### src/rtl/rph_pkg.sv
// Shared constants for the RGB patch histogram block.
`default_nettype none

package rph_pkg;

  // Pixel and result field widths.
  localparam int PIX_W     = 8;
  localparam int CH_W      = 2;
  localparam int BIN_OUT_W = 4;
  localparam int FRAC_W    = 17;
  localparam int FRAC_BITS = 16;

  // Quotient bit counter for the fraction divider.
  localparam int STEP_W = $clog2(FRAC_W);

  // Channel codes, in emission order.
  localparam logic [CH_W-1:0] CH_BLUE  = 2'd0;
  localparam logic [CH_W-1:0] CH_GREEN = 2'd1;
  localparam logic [CH_W-1:0] CH_RED   = 2'd2;

endpackage

`default_nettype wire

### src/rtl/rph_bank.sv
// Bin counter memory of one colour channel with read-modify-write update.
`default_nettype none

module rph_bank #(
  parameter int BINS  = 16,
  parameter int CNT_W = 17
) (
  input  wire logic                     clk,
  input  wire logic                     rst,
  input  wire logic                     upd,
  input  wire logic [$clog2(BINS)-1:0]  upd_addr,
  input  wire logic                     rd_en,
  input  wire logic [$clog2(BINS)-1:0]  rd_addr,
  output logic      [CNT_W-1:0]         rd_count
);

  localparam int BIN_W = $clog2(BINS);

  logic [CNT_W-1:0] mem [BINS];
  logic [BINS-1:0]  valid;

  logic [BIN_W-1:0] addr;
  logic [CNT_W-1:0] rd_q;
  logic             vld_q;

  logic             s1_upd;
  logic [BIN_W-1:0] s1_addr;

  logic             fwd_en;
  logic [BIN_W-1:0] fwd_addr;
  logic [CNT_W-1:0] fwd_data;

  logic [CNT_W-1:0] cnt_old;
  logic [CNT_W-1:0] cnt_new;

  // One shared read port: the emit read and the pixel update never coincide.
  assign addr = rd_en ? rd_addr : upd_addr;

  // An entry that has not been written since it was last read out counts as zero.
  // The write of the previous pixel lands on the same edge as this read, so it is forwarded.
  always_comb begin
    if (fwd_en && (fwd_addr == s1_addr)) begin
      cnt_old = fwd_data;
    end else if (vld_q) begin
      cnt_old = rd_q;
    end else begin
      cnt_old = '0;
    end
    cnt_new = cnt_old + CNT_W'(1);
  end

  assign rd_count = vld_q ? rd_q : '0;

  // Memory array with a registered read.
  always_ff @(posedge clk) begin
    if (upd || rd_en) begin
      rd_q  <= mem[addr];
      vld_q <= valid[addr];
    end
    if (s1_upd) begin
      mem[s1_addr] <= cnt_new;
    end
  end

  // Pipeline address and forwarding data.
  always_ff @(posedge clk) begin
    s1_addr <= upd_addr;
    if (s1_upd) begin
      fwd_addr <= s1_addr;
      fwd_data <= cnt_new;
    end
  end

  // Entry valid bits; an emit read clears the entry it reads.
  always_ff @(posedge clk) begin
    if (rst) begin
      valid  <= '0;
      s1_upd <= 1'b0;
      fwd_en <= 1'b0;
    end else begin
      s1_upd <= upd;
      if (s1_upd) begin
        valid[s1_addr] <= 1'b1;
        fwd_en         <= 1'b1;
      end
      if (rd_en) begin
        valid[rd_addr] <= 1'b0;
        fwd_en         <= 1'b0;
      end
    end
  end

endmodule

`default_nettype wire

### src/rtl/rph_div.sv
// Radix-2 restoring divider giving floor(count * 2^16 / pixels), one quotient bit a cycle.
`default_nettype none

module rph_div #(
  parameter int CNT_W = 17
) (
  input  wire logic                      clk,
  input  wire logic                      rst,
  input  wire logic                      start,
  input  wire logic [CNT_W-1:0]          count,
  input  wire logic [CNT_W-1:0]          pixels,
  output logic                           busy,
  output logic [rph_pkg::FRAC_W-1:0]     quotient
);

  import rph_pkg::*;

  logic [CNT_W-1:0]  rem;
  logic [CNT_W-1:0]  dvs;
  logic [STEP_W-1:0] step;
  logic              first;
  logic [CNT_W:0]    trial;
  logic [CNT_W:0]    diff;
  logic              ge;

  // The count never exceeds the divisor, so the first step compares it unshifted.
  always_comb begin
    trial = first ? {1'b0, rem} : {rem, 1'b0};
    diff  = trial - {1'b0, dvs};
    ge    = (trial >= {1'b0, dvs});
  end

  // Operand and quotient registers.
  always_ff @(posedge clk) begin
    if (start) begin
      rem      <= count;
      dvs      <= pixels;
      first    <= 1'b1;
      quotient <= '0;
    end else if (busy) begin
      rem      <= ge ? diff[CNT_W-1:0] : trial[CNT_W-1:0];
      first    <= 1'b0;
      quotient <= {quotient[FRAC_W-2:0], ge};
    end
  end

  // Step counter.
  always_ff @(posedge clk) begin
    if (rst) begin
      busy <= 1'b0;
      step <= '0;
    end else if (start) begin
      busy <= 1'b1;
      step <= STEP_W'(FRAC_W - 1);
    end else if (busy) begin
      if (step == '0) begin
        busy <= 1'b0;
      end else begin
        step <= step - STEP_W'(1);
      end
    end
  end

endmodule

`default_nettype wire

### src/rtl/rgb_patch_histogram.sv
// Pixels are taken one per cycle while a patch accumulates; at MAX_PIXELS counting stops.
// After the last pixel the input stalls through a drain step and then, for each of the 3 * BINS
// results, a bank read, a divider load, the divider's quotient bits and a step to see it finish,
// and a move into the output register, which waits while the output is stalled.
// The final result may wait in the output register while the next patch is accepted.
// Synchronous reset empties the banks through their valid bits at once and clears the pixel count,
// the saturation flag, the control state and the output register.
`default_nettype none

module rgb_patch_histogram #(
  parameter int BINS       = 16,
  parameter int MAX_PIXELS = 65536
) (
  input  wire logic                            clk,
  input  wire logic                            rst,
  input  wire logic                            in_valid,
  output logic                                 in_stall,
  input  wire logic [rph_pkg::PIX_W-1:0]       blue,
  input  wire logic [rph_pkg::PIX_W-1:0]       green,
  input  wire logic [rph_pkg::PIX_W-1:0]       red,
  input  wire logic                            last_pixel,
  output logic                                 out_valid,
  input  wire logic                            out_stall,
  output logic      [rph_pkg::CH_W-1:0]        channel,
  output logic      [rph_pkg::BIN_OUT_W-1:0]   bin,
  output logic      [rph_pkg::FRAC_W-1:0]      fraction,
  output logic                                 saturated,
  output logic                                 last_bin
);

  import rph_pkg::*;

  localparam int BIN_W = $clog2(BINS);
  localparam int CNT_W = $clog2(MAX_PIXELS + 1);

  typedef enum logic [2:0] {
    S_ACC,
    S_DRAIN,
    S_READ,
    S_START,
    S_DIV,
    S_PUT
  } state_t;

  state_t           state;
  logic [CNT_W-1:0] pixel_count;
  logic             sat_flag;
  logic [CH_W-1:0]  ch_idx;
  logic [BIN_W-1:0] bin_idx;

  logic             in_take;
  logic             full;
  logic             upd;
  logic             last_entry;
  logic             out_free;

  logic [CNT_W-1:0] cnt_blue;
  logic [CNT_W-1:0] cnt_green;
  logic [CNT_W-1:0] cnt_red;
  logic [CNT_W-1:0] cnt_sel;

  logic              div_busy;
  logic [FRAC_W-1:0] div_q;

  // Handshake and control decode.
  assign in_stall   = (state != S_ACC);
  assign in_take    = in_valid && !in_stall;
  assign full       = (pixel_count == CNT_W'(MAX_PIXELS));
  assign upd        = in_take && !full;
  assign last_entry = (ch_idx == CH_RED) && (bin_idx == BIN_W'(BINS - 1));
  assign out_free   = !out_valid || !out_stall;

  // The bin is the top bits of the channel value.
  rph_bank #(.BINS(BINS), .CNT_W(CNT_W)) u_bank_blue (
    .clk      (clk),
    .rst      (rst),
    .upd      (upd),
    .upd_addr (blue[PIX_W-1 -: BIN_W]),
    .rd_en    ((state == S_READ) && (ch_idx == CH_BLUE)),
    .rd_addr  (bin_idx),
    .rd_count (cnt_blue)
  );

  rph_bank #(.BINS(BINS), .CNT_W(CNT_W)) u_bank_green (
    .clk      (clk),
    .rst      (rst),
    .upd      (upd),
    .upd_addr (green[PIX_W-1 -: BIN_W]),
    .rd_en    ((state == S_READ) && (ch_idx == CH_GREEN)),
    .rd_addr  (bin_idx),
    .rd_count (cnt_green)
  );

  rph_bank #(.BINS(BINS), .CNT_W(CNT_W)) u_bank_red (
    .clk      (clk),
    .rst      (rst),
    .upd      (upd),
    .upd_addr (red[PIX_W-1 -: BIN_W]),
    .rd_en    ((state == S_READ) && (ch_idx == CH_RED)),
    .rd_addr  (bin_idx),
    .rd_count (cnt_red)
  );

  // Select the count of the channel being emitted.
  always_comb begin
    case (ch_idx)
      CH_BLUE:  cnt_sel = cnt_blue;
      CH_GREEN: cnt_sel = cnt_green;
      CH_RED:   cnt_sel = cnt_red;
      default:  cnt_sel = '0;
    endcase
  end

  rph_div #(.CNT_W(CNT_W)) u_div (
    .clk      (clk),
    .rst      (rst),
    .start    (state == S_START),
    .count    (cnt_sel),
    .pixels   (pixel_count),
    .busy     (div_busy),
    .quotient (div_q)
  );

  // Sequencer, pixel counter and output register.
  always_ff @(posedge clk) begin
    if (rst) begin
      state       <= S_ACC;
      pixel_count <= '0;
      sat_flag    <= 1'b0;
      ch_idx      <= CH_BLUE;
      bin_idx     <= '0;
      out_valid   <= 1'b0;
      channel     <= CH_BLUE;
      bin         <= '0;
      fraction    <= '0;
      saturated   <= 1'b0;
      last_bin    <= 1'b0;
    end else begin
      if ((state == S_PUT) && out_free) begin
        out_valid <= 1'b1;
      end else if (out_valid && !out_stall) begin
        out_valid <= 1'b0;
      end
      case (state)
        S_ACC: begin
          if (in_take) begin
            if (full) begin
              sat_flag <= 1'b1;
            end else begin
              pixel_count <= pixel_count + CNT_W'(1);
            end
            if (last_pixel) begin
              ch_idx  <= CH_BLUE;
              bin_idx <= '0;
              state   <= S_DRAIN;
            end
          end
        end
        // Let the last pixel's bank write land before reading out.
        S_DRAIN: state <= S_READ;
        S_READ:  state <= S_START;
        S_START: state <= S_DIV;
        S_DIV: begin
          if (!div_busy) begin
            state <= S_PUT;
          end
        end
        S_PUT: begin
          if (out_free) begin
            channel   <= ch_idx;
            bin       <= BIN_OUT_W'(bin_idx);
            fraction  <= (pixel_count == '0) ? '0 : div_q;
            saturated <= sat_flag;
            last_bin  <= last_entry;
            if (last_entry) begin
              pixel_count <= '0;
              sat_flag    <= 1'b0;
              state       <= S_ACC;
            end else begin
              if (bin_idx == BIN_W'(BINS - 1)) begin
                bin_idx <= '0;
                ch_idx  <= (ch_idx == CH_BLUE) ? CH_GREEN : CH_RED;
              end else begin
                bin_idx <= bin_idx + BIN_W'(1);
              end
              state <= S_READ;
            end
          end
        end
        default: state <= S_ACC;
      endcase
    end
  end

endmodule

`default_nettype wire

### config.mk
export PLATFORM = sky130hd
export DESIGN_NAME = rgb_patch_histogram
export DESIGN_NICKNAME = d
export VERILOG_FILES = /design/src/rtl/rph_pkg.sv /design/src/rtl/rph_bank.sv /design/src/rtl/rph_div.sv /design/src/rtl/rgb_patch_histogram.sv
export SDC_FILE = /design/constraint.sdc
export NUM_CORES = 2
export LEC_CHECK = 0
export BUFFER_PORTS_ARGS = -buffer_cell sky130_fd_sc_hd__buf_2
export CAP_MARGIN = 20
export CORE_AREA = 2 2 341 343
export DETAILED_ROUTE_END_ITERATION = 7
export DIE_AREA = 0 0 343 345
export PLACE_DENSITY_LB_ADDON = 0.08
export SLEW_MARGIN = 0
export SYNTH_ARGS = -nofsm -noshare
export SYNTH_HDL_FRONTEND = slang
export SYNTH_SLANG_ARGS = --single-unit
### constraint.sdc
create_clock -name clk -period 9.5 [get_ports clk]
set_clock_uncertainty 0.05 [all_clocks]
set_input_delay 1.9 -clock clk [delete_from_list [all_inputs] [get_ports clk]]
set_output_delay 1.9 -clock clk [all_outputs]
set_load 0.02 [all_outputs]
After elaboration in Yosys (flattened, before gate mapping)
Memory sizes are Yosys's and may differ from the RTL's. A register that Yosys moved wholly into a read port is not among the register bits.
Cells that the tools add are included.
Widths: inputs -> output; s select.
- add/subtract/negate cells: 7
- $mul: 0
- div/mod/pow operators: 0
- $lt $le $gt $ge: 12
- equal/unequal tests: 22
- shift-type cells: 0
- mux-type cells: 77
- bitwise gates (word level): 8
- reductions and logical operators: 43
- operator list (kind ; number):
    $mux 17 ; 14
    $mux 16 ; 9
    $add 17x1->17 const B ; 4
    $pmux 17 s3 ; 1
    $and 16x16->16 ; 3
    $or 16x16->16 ; 3
    $lt 4x5->1 const B ; 7
    $pmux 17 s2 ; 1
    $mux 4 ; 8
    $ge 18x17->1 ; 1
    $mux 1 ; 18
    $mux 18 ; 1
    $pmux 3 s6 ; 1
    $eq 17x17->1 const B ; 1
    $logic_not 17->1 ; 1
    $sub 17x17->17 ; 1
    $demux 1 s4 ; 4
    $ge 4x1->1 const B ; 4
    $ne 2x2->1 const B ; 8
    $not 16->16 ; 1
    $logic_and 1x1->1 ; 15
    $mux 5 ; 3
    $reduce_and 5->1 ; 3
    $mux 2 ; 7
    27 further kinds ; 50
- register bits: 241
- latch bits: 0
- RAM bits: 816
- memory bits (read-only): 0
- input bits: 29
- output and inout bits: 27
- logic and storage cells: 209
- memories: 3
- memories (name ; words ; width ; read ports ; clocked after Yosys merged registers in ; wr ports ; RTL line ; source):
    u_bank_blue.mem ; 16 ; 17 ; 1 ; 1 ; 1 ; rph_bank.sv:19 ; logic [CNT_W-1:0] mem [BINS];
    u_bank_green.mem ; 16 ; 17 ; 1 ; 1 ; 1 ; rph_bank.sv:19 ;
    u_bank_red.mem ; 16 ; 17 ; 1 ; 1 ; 1 ; rph_bank.sv:19 ;

Depth between registers and ports, before layout
- depth after elaboration: 9
- depth in mapped cells: 15
- depth with buffers taken out: 11

Cells and area by module
Synthesis repeated with hierarchy kept, for this count alone.
- cell total of the unflattened synthesis: 2904
- area total of the unflattened synthesis: 46530.9 um^2
- by module, submodules not included (module ; times used ; cells each ; area an instance (um^2) ; sequential area each (um^2)):
    rph_bank at u_bank_blue ; 1 ; 739 ; 13503.0 ; 9779.4
    rph_bank at u_bank_red ; 1 ; 743 ; 13449.1 ; 9779.4
    rph_bank at u_bank_green ; 1 ; 746 ; 13315.3 ; 9779.4
    rph_div ; 1 ; 341 ; 3450.8 ; 1501.4
    rgb_patch_histogram ; 1 ; 335 ; 2812.7 ; 1061.0

Worst setup path after synthesis
Ideal clock, no wire load.
- path type: register -> register
- start point: register u_bank_blue.s1_upd (netlist name)
- end point: memory u_bank_red.mem[0][0] (enable)
- setup time: 0.415 ns
- arrival: 3.564 ns
- required time: 9.035 ns
- setup slack: 5.471 ns
- stages on the path, launching flop included: 3
- buffers on the path: 0
- period minus slack after synthesis: 4.029 ns
- cells stage by stage: dfxtp_1 > or3b_2 > nor3_1
- RTL lines (what ; RTL line):
    to (decl) ; rph_bank.sv:19

Worst setup path after layout
- start point: register state[1]
- end point: register u_bank_blue.rd_q[7] (read register of u_bank_blue.mem), data pin
- longest elaborated chain between the ends: 5
- elaborated cells on any way between the ends: 8
- classes of those cells: 1 x eq/ne; 1 x mux; 6 x reduce/logical
- ends and longest elaborated chain (what ; RTL line ; source):
    from (decl) ; rgb_patch_histogram.sv:45 ; state_t state;
    from (signal assigned) ; rgb_patch_histogram.sv:127 ; state <= S_ACC;
    from (signal assigned) ; rgb_patch_histogram.sv:155 ; state <= S_DRAIN;
    from (signal assigned) ; rgb_patch_histogram.sv:160 ; S_DRAIN: state <= S_READ;
    $reduce_bool 3->1 ; rgb_patch_histogram.sv:66 ; assign in_stall = (state != S_ACC);
    $logic_not 1->1 ; rgb_patch_histogram.sv:67 ; assign in_take = in_valid && !in_stall;
    $logic_and 1x1->1 ; rgb_patch_histogram.sv:67 ;
    $logic_and 1x1->1 ; rgb_patch_histogram.sv:69 ; assign upd = in_take && !full;
    $logic_or 1x1->1 ; rph_bank.sv:56 ; if (upd || rd_en) begin
    to (decl) ; rph_bank.sv:23 ; logic [CNT_W-1:0] rd_q;
Several ways; a longest one is shown, not always the timed one.
A chain may end at the register's enable or synchronous reset.

==> metrics.yaml <==
cts_setup_buffers: 0
max_clock_freq_ghz: 0.199
area_growth_pct: 13.7
worst_r2r_path_depth: 8
whs_endpoint: "channel[0]"
syn-num-nets: 3510
mostFrequentLayoutCell: "edfxtp_1"
postSynth.asyncResetShare: 0
run_status: "finished clean"
p_total_mw: 11.3
crit_path_max_incr_delay_ps: 930
relSlewSlack: 0.268
htreeDepth: 3
cts.path.max_buffers: 3
critPathSlowestCell: "nand2_4"
drc: 0
die-area_um2: 118000
grt_pass1_wl_um: 191000
syn_inst: 3452
routed_wl_um: 129000
viasPerCell: 5.78
crit_family: "simple AND/OR/NAND/NOR gates"
wl_per_cell_um: 25.0
period_needed_ps: 5020
ys_seq_area_frac: 0.683
cts_hold_buf: 0
yosysTopAreaCellShare: 0.623
gp_congestion: 0.940
cts_resized: 0
synth_top_area_cell: "edfxtp_1"
drive_above_1_share: 0.148
cts_tree: "done"
syn_area_per_cell_um2: 13.5
drtPass1Iterations: 5
synth_edf_count: 967
worstPathCellList: "nor4b_4 -> nand3_2 -> nand2_4 -> buf_4 -> a211oi_1 -> a311oi_1 -> a211oi_1 -> a21oi_1"
dp_hpwl_um: 75100
fill_cells: 10200
hold_class: "reg -> reg"
setup_viol: 0
antenna_found_initial: 2
die_h_um: 345
path_max_fanout: 82
crit_path_end_kind: "flop"
r2r_slack_ps: 4480
die_w_um: 343
max-vdd-ir-drop_uv: 151
drtIter0Drc: 2431
arrival_ps: 5510
syn-cell-area_um2: 46600
synth_cell_types: 83
worstSetupPathType: "reg -> reg"
rows: 125
tns_ps: 0
synth-seq-cells: 1108
worstPathRequired_ps: 9990
clock_latency_ps: 730
vias: 29800
worst_slew_pin_slew_ps: 1090
leakage_nw: 17.9
post-route-period-util: 0.529
final-hold-violation-count: 0
grt_max_degree: 103
numCtsBuffers: 118
core-area_um2: 115000
io_buffers: 43
holdPathStages: 2
path_common_cell: "a211oi_1"
dpl.cell_count: 4898
stdcell_area_um2: 53000
start_util: 0.405
path_buf_inv: 1
maxCapViolCount: 0
track_usage: 0.215
clockRootBuffer: "clkbuf_16"
ys_top_cells_by_area: "edfxtp_1 (62%), dfxtp_1 (6.1%), nand2_1 (3.8%)"
grt_pass1_vias: 29300
clk_pin_slew_ps: 70
layout_common_cells: "edfxtp_1 (967), nand2_1 (470), a211oi_1 (204), nor2_1 (182), and3_1 (168)"
min-delay-start: "channel[0]"
cp.depth: 8
post-route-util: 0.461
grt_setup_unrepaired: "no"
finalNonFillerCells: 5148
ys_warn_count: 0
synth_ff_type: "edfxtp_1"
ios: 56
slew_viol_final: 0
antenna_left: 0
r2r_start: "state[1]"
clkSinkCount: 1108
overflow: 0
p_per_area_nw_per_um2: 213
fin_nets: 3577
r2r-end: "u_bank_blue.rd_q[7]"
placed_area_um2: 48800
cp-start-kind: "flop"
worst reg2reg max path, delay by kind of cell (launching register included):
kind / cells / cell delay (ps)
buf+inv: 1 / 870
compound gates: 4 / 920
flops: 1 / 510
simple gates: 3 / 2480
sequential cells by signal, indices dropped and copies added, names as in the netlist, 5 cells and up:
name	count
u_bank_blue.mem	272
u_bank_red.fwd_data	17
u_div.dvs	17
u_bank_red.mem	272
u_bank_green.rd_q	17
u_bank_blue.valid	16
pixel_count	17
u_bank_green.mem	272
u_bank_blue.fwd_data	17
u_bank_green.valid	16
u_bank_red.valid	16
u_bank_green.fwd_data	17
u_bank_blue.rd_q	17
u_bank_red.rd_q	17
u_div.quotient	17
fraction	17
u_div.rem	17
u_div.step	5
cells by family (layout without fill, tap and decap cells):
| kind of cell | count (synthesis) | count (layout) | share of synthesized area |
|---|---|---|---|
| simple gates | 1091 | 1091 | 0.109 |
| xor+xnor | 97 | 97 | 0.0182 |
| other cells | 0 | 2 | 0 |
| compound gates | 714 | 714 | 0.103 |
| flops | 1108 | 1108 | 0.683 |
| fa+ha+maj | 29 | 29 | 0.00794 |
| mux | 139 | 139 | 0.0510 |
| buf+inv | 274 | 444 | 0.0272 |
cell type report:
type,count,area [µm²],share of cell area
Inverter,45,169,0.00319
Antenna cell,2,5.00,0.0000944
Tap cell,1524,1910,0.0360
Clock inverter,72,818,0.0154
Multi-Input combinational cell,2070,13800,0.261
Timing Repair Buffer,176,1260,0.0237
Sequential cell,1108,31900,0.601
Clock buffer,151,3180,0.0600
how the worst max path moves through the flow:
stage | startpoint | end | slack [ps]
final | state[1] | u_bank_blue.rd_q[7] | 4480
after global routing | state[0] | u_bank_blue.rd_q[7] | 4090
after CTS | state[0] | u_bank_blue.rd_q[7] | 4380
after detailed placement | green[4] | u_bank_green.rd_q[4] | 4250
after global placement | green[4] | u_bank_green.rd_q[4] | 4290
after floorplan | u_bank_blue.s1_upd | u_bank_red.mem[0][0] | 5470
layer usage:
layer / wire length [µm] / vias to the layer above / GRT usage / share of wire
met2: 60200 / 950 / 0.342 / 0.47
li1: - / 13500 / - / -
met3: 6920 / 226 / 0.0287 / 0.054
met4: 4290 / 2 / 0.0703 / 0.033
met1: 57300 / 15100 / 0.305 / 0.44
met5: 20 / - / 0 / 0.00016
synth_stat cells, drive strengths merged (7+ instances only):
library cell / number
nand4: 30
xor2: 51
nand3b: 13
nand2b: 17
a311oi: 77
inv: 45
edfxtp: 967
a31oi: 113
nor2: 219
a21o: 7
nor2b: 8
a22oi: 19
mux2: 20
o22ai: 54
dfxtp: 141
ha: 28
xnor2: 46
nor4: 12
clkbuf: 109
and3: 168
nand3: 52
buf: 120
mux4: 72
mux2i: 47
o21ai: 52
and2: 26
nand2: 474
a21oi: 145
nor3: 50
a211oi: 205
stage by stage:
stage	hold WS [ps]	setup WS [ps]
after detailed placement	400	4250
after global placement	400	4290
after global routing	435	4090
after CTS	410	4380
final	408	4480
after floorplan	353	5470
power by group:
part / total [mW] / switching (mW) / internal (mW)
combinational: 0.920 / 0.628 / 0.292
sequential: 5.65 / 0.107 / 5.54
clock: 4.72 / 1.94 / 2.78
total: 11.3 / 2.67 / 8.61
No activity file was read; power rests on OpenSTA's default activity.
